`config.mk`:
```
export PLATFORM = sky130hd
export DESIGN_NAME = adc_event_block_parser_unit
export DESIGN_NICKNAME = d
export VERILOG_FILES = /design/src/hdl/aebp_pkg.sv /design/src/hdl/adc_event_block_parser_unit.sv /design/src/hdl/aebp_front.sv /design/src/hdl/aebp_queue.sv /design/src/hdl/aebp_back.sv
export SDC_FILE = /design/constraint.sdc
export NUM_CORES = 1
export LEC_CHECK = 0
export ABC_AREA = 1
export BUFFER_PORTS_ARGS = -buffer_cell sky130_fd_sc_hd__buf_2
export CORE_ASPECT_RATIO = 0.5
export CORE_MARGIN = 2
export CORE_UTILIZATION = 35
export CTS_CLUSTER_DIAMETER = 100
export DETAILED_ROUTE_END_ITERATION = 8
export PLACE_DENSITY = 0.55
export SYNTH_ARGS = -nofsm -noshare
export SYNTH_HDL_FRONTEND = slang
export SYNTH_SLANG_ARGS = --single-unit
```
`constraint.sdc`:
```
create_clock -name clk -period 2.6 [get_ports clk]
set_input_delay 0.13 -clock clk [delete_from_list [all_inputs] [get_ports clk]]
set_output_delay 0.13 -clock clk [all_outputs]
set_load 0.02 [all_outputs]
```
`src/hdl/aebp_pkg.sv`:
```
// Shared types and constants for the ADC event block parser.
package aebp_pkg;

  // Word type field, bits 24-26 of a readout word.
  localparam logic [2:0] TYPE_DATA   = 3'd0;
  localparam logic [2:0] TYPE_HEADER = 3'd2;
  localparam logic [2:0] TYPE_END    = 3'd4;

  // Classified word type carried from the front to the back.
  localparam logic [1:0] WT_DATA   = 2'd0;
  localparam logic [1:0] WT_HEADER = 2'd1;
  localparam logic [1:0] WT_END    = 2'd2;
  localparam logic [1:0] WT_OTHER  = 2'd3;

  // Result kinds.
  localparam logic [2:0] KIND_HDR_OK   = 3'd0;
  localparam logic [2:0] KIND_DATA     = 3'd1;
  localparam logic [2:0] KIND_END_OK   = 3'd2;
  localparam logic [2:0] KIND_BAD_HDR  = 3'd3;
  localparam logic [2:0] KIND_BAD_DATA = 3'd4;
  localparam logic [2:0] KIND_BAD_END  = 3'd5;

  // Queue between front and back.
  localparam int Q_DEPTH = 4;
  localparam int Q_AW    = $clog2(Q_DEPTH);

  // One classified request with the word fields already unpacked.
  typedef struct packed {
    logic [1:0]  wtype;
    logic [4:0]  geo;
    logic [7:0]  crate;
    logic [5:0]  count;
    logic [11:0] value;
    logic        over;
    logic        under;
    logic [4:0]  chan;
  } item_t;

  // One result request.
  typedef struct packed {
    logic [2:0]  kind;
    logic [11:0] conv_value;
    logic        over_flag;
    logic        under_flag;
    logic [4:0]  chan_num;
    logic [4:0]  geo_addr;
    logic [7:0]  crate_num;
    logic [5:0]  chan_count;
  } result_t;

endpackage

```
`src/hdl/adc_event_block_parser_unit.sv`:
```
// Top level of the ADC event block parser: front, queue and back joined.
//
//   Channel   Direction  Handshake     Payload
//   input     in         push / full   word[31:0]
//   result    out        pop / empty   kind, conv_value, over_flag, under_flag,
//                                      chan_num, geo_addr, crate_num, chan_count
//
// Every accepted word yields exactly one result, in order. The block sustains
// one word per cycle while results are popped: the front register, the
// four-entry queue and the result register each move one request a cycle. A
// word passes the front register, queue and result register in turn. Reset is
// synchronous and clears the framing state, the queue and all valid flags.
// When pop is held low, the result register keeps its request, the queue
// fills and full rises once the front register is also occupied.
module adc_event_block_parser_unit (
  input  logic        clk,
  input  logic        rst,
  input  logic        push,
  output logic        full,
  input  logic [31:0] word,
  output logic        empty,
  input  logic        pop,
  output logic [2:0]  kind,
  output logic [11:0] conv_value,
  output logic        over_flag,
  output logic        under_flag,
  output logic [4:0]  chan_num,
  output logic [4:0]  geo_addr,
  output logic [7:0]  crate_num,
  output logic [5:0]  chan_count
);

  // Classified request leaving the front register.
  logic              front_valid;
  logic              front_ready;
  aebp_pkg::item_t   front_item;

  // Head of the queue feeding the back.
  logic              back_valid;
  logic              back_ready;
  aebp_pkg::item_t   back_item;

  // Result register.
  logic              res_valid;
  aebp_pkg::result_t res;

  // The front decodes bits 24-26 and unpacks every field a request may need.
  aebp_front u_front (
    .clk        (clk),
    .rst        (rst),
    .push       (push),
    .full       (full),
    .word       (word),
    .item_valid (front_valid),
    .item_ready (front_ready),
    .item       (front_item)
  );

  // The queue lets the front keep taking words while the back is held up.
  aebp_queue u_queue (
    .clk      (clk),
    .rst      (rst),
    .wr_valid (front_valid),
    .wr_ready (front_ready),
    .wr_item  (front_item),
    .rd_valid (back_valid),
    .rd_ready (back_ready),
    .rd_item  (back_item)
  );

  // The back tracks header, data and end framing and builds each result.
  aebp_back u_back (
    .clk        (clk),
    .rst        (rst),
    .item_valid (back_valid),
    .item_ready (back_ready),
    .item       (back_item),
    .res_valid  (res_valid),
    .res_pop    (pop),
    .res        (res)
  );

  assign empty      = !res_valid;
  assign kind       = res.kind;
  assign conv_value = res.conv_value;
  assign over_flag  = res.over_flag;
  assign under_flag = res.under_flag;
  assign chan_num   = res.chan_num;
  assign geo_addr   = res.geo_addr;
  assign crate_num  = res.crate_num;
  assign chan_count = res.chan_count;

endmodule

```
`src/hdl/aebp_front.sv`:
```
// Front stage: accepts readout words, classifies and unpacks them.
module aebp_front (
  input  logic                clk,
  input  logic                rst,
  input  logic                push,
  output logic                full,
  input  logic [31:0]         word,
  output logic                item_valid,
  input  logic                item_ready,
  output aebp_pkg::item_t     item
);

  logic            held_valid;
  aebp_pkg::item_t held;
  aebp_pkg::item_t cls;
  logic            take;

  always_comb begin
    cls.geo   = word[31:27];
    cls.crate = word[23:16];
    cls.count = word[13:8];
    cls.value = word[11:0];
    cls.over  = word[12];
    cls.under = word[13];
    cls.chan  = word[20:16];
    unique case (word[26:24])
      aebp_pkg::TYPE_DATA:   cls.wtype = aebp_pkg::WT_DATA;
      aebp_pkg::TYPE_HEADER: cls.wtype = aebp_pkg::WT_HEADER;
      aebp_pkg::TYPE_END:    cls.wtype = aebp_pkg::WT_END;
      default:               cls.wtype = aebp_pkg::WT_OTHER;
    endcase
  end

  assign full = held_valid && !item_ready;
  assign take = push && !full;

  always_ff @(posedge clk) begin
    if (rst) begin
      held_valid <= 1'b0;
    end else if (take) begin
      held_valid <= 1'b1;
    end else if (item_ready) begin
      held_valid <= 1'b0;
    end
  end

  always_ff @(posedge clk) begin
    if (take) begin
      held <= cls;
    end
  end

  assign item_valid = held_valid;
  assign item       = held;

endmodule

```
`src/hdl/aebp_queue.sv`:
```
// Short queue of classified requests between the front and the back.
module aebp_queue (
  input  logic                clk,
  input  logic                rst,
  input  logic                wr_valid,
  output logic                wr_ready,
  input  aebp_pkg::item_t     wr_item,
  output logic                rd_valid,
  input  logic                rd_ready,
  output aebp_pkg::item_t     rd_item
);

  aebp_pkg::item_t            slots [aebp_pkg::Q_DEPTH];
  logic [aebp_pkg::Q_AW-1:0]  wr_ptr;
  logic [aebp_pkg::Q_AW-1:0]  rd_ptr;
  logic [aebp_pkg::Q_AW:0]    count;
  logic                       do_wr;
  logic                       do_rd;

  assign wr_ready = (count != (aebp_pkg::Q_AW+1)'(aebp_pkg::Q_DEPTH));
  assign rd_valid = (count != '0);
  assign do_wr    = wr_valid && wr_ready;
  assign do_rd    = rd_valid && rd_ready;
  assign rd_item  = slots[rd_ptr];

  always_ff @(posedge clk) begin
    if (rst) begin
      wr_ptr <= '0;
      rd_ptr <= '0;
      count  <= '0;
    end else begin
      if (do_wr) begin
        wr_ptr <= wr_ptr + 1'b1;
      end
      if (do_rd) begin
        rd_ptr <= rd_ptr + 1'b1;
      end
      if (do_wr && !do_rd) begin
        count <= count + 1'b1;
      end else if (do_rd && !do_wr) begin
        count <= count - 1'b1;
      end
    end
  end

  always_ff @(posedge clk) begin
    if (do_wr) begin
      slots[wr_ptr] <= wr_item;
    end
  end

endmodule

```
`src/hdl/aebp_back.sv`:
```
// Back stage: framing state machine and the result register.
module aebp_back (
  input  logic                clk,
  input  logic                rst,
  input  logic                item_valid,
  output logic                item_ready,
  input  aebp_pkg::item_t     item,
  output logic                res_valid,
  input  logic                res_pop,
  output aebp_pkg::result_t   res
);

  localparam logic [1:0] PH_HEADER = 2'd0;
  localparam logic [1:0] PH_DATA   = 2'd1;
  localparam logic [1:0] PH_END    = 2'd2;

  logic [1:0] phase;
  logic [1:0] phase_next;
  logic [5:0] words_left;
  logic [5:0] words_left_next;
  logic [5:0] words_dec;
  logic [4:0] held_geo;
  logic [4:0] held_geo_next;
  logic [7:0] held_crate;
  logic [7:0] held_crate_next;
  logic [5:0] held_count;
  logic [5:0] held_count_next;
  logic       load;
  aebp_pkg::result_t res_next;

  assign item_ready = !res_valid || res_pop;
  assign load       = item_valid && item_ready;
  assign words_dec  = words_left - 6'd1;

  always_comb begin
    phase_next      = phase;
    words_left_next = words_left;
    held_geo_next   = held_geo;
    held_crate_next = held_crate;
    held_count_next = held_count;
    res_next        = '0;
    unique case (phase)
      PH_DATA: begin
        if (item.wtype == aebp_pkg::WT_DATA) begin
          res_next.kind       = aebp_pkg::KIND_DATA;
          res_next.conv_value = item.value;
          res_next.over_flag  = item.over;
          res_next.under_flag = item.under;
          res_next.chan_num   = item.chan;
          words_left_next     = words_dec;
          if (words_dec == 6'd0) begin
            phase_next = PH_END;
          end
        end else begin
          res_next.kind   = aebp_pkg::KIND_BAD_DATA;
          phase_next      = PH_HEADER;
          words_left_next = 6'd0;
        end
      end
      PH_END: begin
        res_next.kind   = (item.wtype == aebp_pkg::WT_END) ?
                          aebp_pkg::KIND_END_OK : aebp_pkg::KIND_BAD_END;
        phase_next      = PH_HEADER;
        words_left_next = 6'd0;
      end
      default: begin
        // Expecting a header; the unused phase code behaves the same way.
        if (item.wtype == aebp_pkg::WT_HEADER) begin
          res_next.kind   = aebp_pkg::KIND_HDR_OK;
          held_geo_next   = item.geo;
          held_crate_next = item.crate;
          held_count_next = item.count;
          words_left_next = item.count;
          phase_next      = (item.count == 6'd0) ? PH_END : PH_DATA;
        end else begin
          res_next.kind = aebp_pkg::KIND_BAD_HDR;
          phase_next    = PH_HEADER;
        end
      end
    endcase
    res_next.geo_addr   = held_geo_next;
    res_next.crate_num  = held_crate_next;
    res_next.chan_count = held_count_next;
  end

  always_ff @(posedge clk) begin
    if (rst) begin
      phase      <= PH_HEADER;
      words_left <= 6'd0;
      held_geo   <= 5'd0;
      held_crate <= 8'd0;
      held_count <= 6'd0;
      res_valid  <= 1'b0;
    end else begin
      if (load) begin
        phase      <= phase_next;
        words_left <= words_left_next;
        held_geo   <= held_geo_next;
        held_crate <= held_crate_next;
        held_count <= held_count_next;
        res_valid  <= 1'b1;
      end else if (res_pop) begin
        res_valid <= 1'b0;
      end
    end
  end

  always_ff @(posedge clk) begin
    if (load) begin
      res <= res_next;
    end
  end

endmodule

```
==> flow_summary.toml <==
[status]
outcome = "finished clean"

[yosys]
synthXorXnorAreaFrac = 0.000998
synth-adder-area-share = 0.0151
syn_nets = 794
yosys.area.top_type = "edfxtp_1"
ys_types = 29
synth.area.top_cells = "edfxtp_1 (64%), dfxtp_1 (8.7%), nand2_1 (4.8%)"
ys_ff_latch = 224
yosys.area_share.simple = 0.123
yosysWarnings = 0
synthCells = 748
synth_compound_area_frac = 0.0851
ys_seq_area_frac = 0.723
yosysTopAreaCellShare = 0.637
synth_top_family_by_area = "simple AND/OR/NAND/NOR gates"
synth_area_per_cell_um2 = 11.7
muxShareOfSynthArea = 0
synth_area_um2 = 8770

[cells_and_area]
final_common_cell = "edfxtp_1"
final_cell_mix = "edfxtp_1 (186), nand2_1 (112), nor2_1 (106), o21ai_0 (78), buf_2 (76)"
seq_area_um2 = 6350
nets = 911
diodes = 0
drive_above_1_share = 0.154
fillers = 2266
syn_to_final_growth_pct = 20.4
multi_input_area_um2 = 1990
fin_area_um2 = 10600

[setup_path]
endpoint_kind = "flip-flop"
crit_path_start_kind = "flip-flop"
cp.arrival_ps = 2320
cp_data_required_time_ps = 2840
cp_cell_sequence = "inv_4 -> nand2_1 -> nand3_1 -> nand2_2 -> nand3_4 -> inv_1 -> o21ai_0"
path_max_fanout = 34
r2r_cells = 7
cpPeakStageDelay_ps = 540
crit_type = "flip-flop to flip-flop"
regToRegSetupSlack_ps = 510
reg2reg_to = "u_back.res[3]"
cp_slowest_cell = "dfxtp_2"

[worst_hold_path]
hp-class = "input port to flip-flop"
whs_path_depth = 4
min_to = "u_back.res_valid"
hold_start = "pop"

[floorplanning]
row_count = 40
core_area_um2 = 24300
initial_core_util = 0.361
die_y_um = 116
dieArea_um2 = 26400
io_pins = 79
die_x_um = 228

[sta]
final-max-slew-violation-count = 0
finalCriticalPeriod_ps = 2090
max_freq_mhz = 479
setup_tns_ps = 0
finalClockSkew_ps = 18.6
setup_viol = 0
rsz0062_at_grt = "no"
relSlewSlack = 0.392
hold_slack_ps = 22.1
hold_viol_final = 0
finalCritPeriodShare = 0.802
worstMarginPinSlew_ps = 912

[power_and_ir_drop]
powerDensity_nw_per_um2 = 1120
p_leak_nw = 4.17
power_w = 0.0118
p_comb_frac = 0.326
swShare = 0.367
p_clk_frac = 0.246
ir_drop_mv = 0.668
power_frac_seq = 0.428
p_int_w = 0.00750
p_switching_w = 0.00435

[global_route]
grt_overflow = 0
first_global_vias = 5348
grt_max_degree = 76
grt_usage = 0.141
antenna_found_initial = 0
grt_pass1_wl_mm = 29.0

[drt]
ant_nets = 0
drt-total-wl_mm = 18.3
routedWlPerCell_um = 15.0
drc = 0
route.vias.total = 5528
routed_via_density = 4.54
first_iter_violations = 460
drtPass1Iterations = 5

[job]
maxCapViolCount = 0

[cts]
cts-buffers-inserted = 22
clock_latency_ps = 520
root_buffer = "clkbuf_16"
tritoncts = "yes"
cts.sinks = 224
h-tree-depth = 1
clk_pin_slew_worst_paths_ps = 60
clockBufferDepth = 3

[placed_design]
placed_area_um2 = 9560
place_congestion = 0.735
port-buffer-count = 76
dp_hpwl_mm = 10.9
## registers in the layout (all words and copies together), names as in the netlist, named ones only
| signal | count |
|---|---|
| u_queue.wr_ptr | 2 |
| u_back.res_valid | 1 |
| u_queue.slots | 116 |
| u_back.res | 41 |
| u_front.item | 29 |
| u_back.held_crate | 8 |
| u_queue.count | 3 |
| u_front.item_valid | 1 |
| u_back.held_geo | 5 |
| u_back.phase | 2 |
| u_back.words_left | 6 |
| u_back.held_count | 6 |
| u_queue.rd_ptr | 2 |
## metrics by stage
step | setup slack [ps] | cells | utilization
after floorplan | 56.5 | 748 | -
after global placement | 539 | 1143 | 0.393
after global routing | 285 | 1217 | 0.434
final | 514 | 1217 | 0.434
after CTS | 488 | 1217 | 0.434
after detailed placement | 501 | 1143 | 0.393
## critical path: cells and delay by family, from the launching register on
family	cells	cell delay, ps
buffers and inverters	2	530
and+or+nand+nor	4	590
DFF	1	540
AOI/OAI and AO/OA	1	150
## repair_timing
action                    4_1_cts  5_1_grt
hold endpoints to repair       31        0
buffers inserted                0        0
gates resized for setup         0        0
hold buffers                   34        0
## synth_stat cells (all sizes together)
| cell type | n |
|---|---|
| edfxtp | 186 |
| nand2 | 114 |
| nor2 | 110 |
| o21ai | 83 |
| inv | 76 |
| a21oi | 42 |
| dfxtp | 38 |
| nand3 | 28 |
| buf | 22 |
| clkbuf | 10 |
| ha | 9 |
| or2 | 9 |
| o22ai | 8 |
| o211ai | 6 |
| nand4 | 2 |
| a21o | 1 |
| clkinv | 1 |
| fa | 1 |
| nand3b | 1 |
| xor2 | 1 |
## metal layers
layer	wire length, um	vias up	track usage
li1	-	2776	-
met1	8430	2635	0.188
met2	8830	95	0.243
met3	788	22	0.0263
met4	257	0	0.0340
met5	0	-	0
## cell type report
type	count	share of cell area
Timing Repair Buffer	125	0.0801
Multi-Input combinational cell	415	0.188
Tap cell	336	0.0398
Clock inverter	14	0.00948
Sequential cell	224	0.601
Inverter	77	0.0276
Clock buffer	26	0.0535
## power by group through the flow
stage,combinational [W],sequential (W),clock (W)
finish,0.00386,0.00507,0.00291
global route,0.00438,0.00515,0.00315
CTS,0.00393,0.00508,0.00300
detailed placement,0.00388,0.00515,0
global placement,0.00381,0.00514,0
floorplan,0.00234,0.00551,0
## how the worst max path moves through the flow
stage,to,start,slack (ps)
2_1_floorplan,u_back.res[0],u_back.res_valid,60
3_3_place_gp,u_back.res[3],flip-flop,540
3_5_place_dp,u_back.res[3],flip-flop,500
4_1_cts,u_back.res[3],flip-flop,490
5_1_grt,u_back.phase[1],flip-flop,280
6_report,u_back.res[3],flip-flop,510
## cells by family after synthesis
| family | count (synthesis) |
|---|---|
| AO/OA/AOI/OAI | 140 |
| XOR/XNOR | 1 |
| adder cells (fa/ha/maj) | 10 |
| buffers and inverters | 109 |
| flip-flops | 224 |
| AND/OR/NAND/NOR | 264 |
Power figures use the tool's default switching activity.
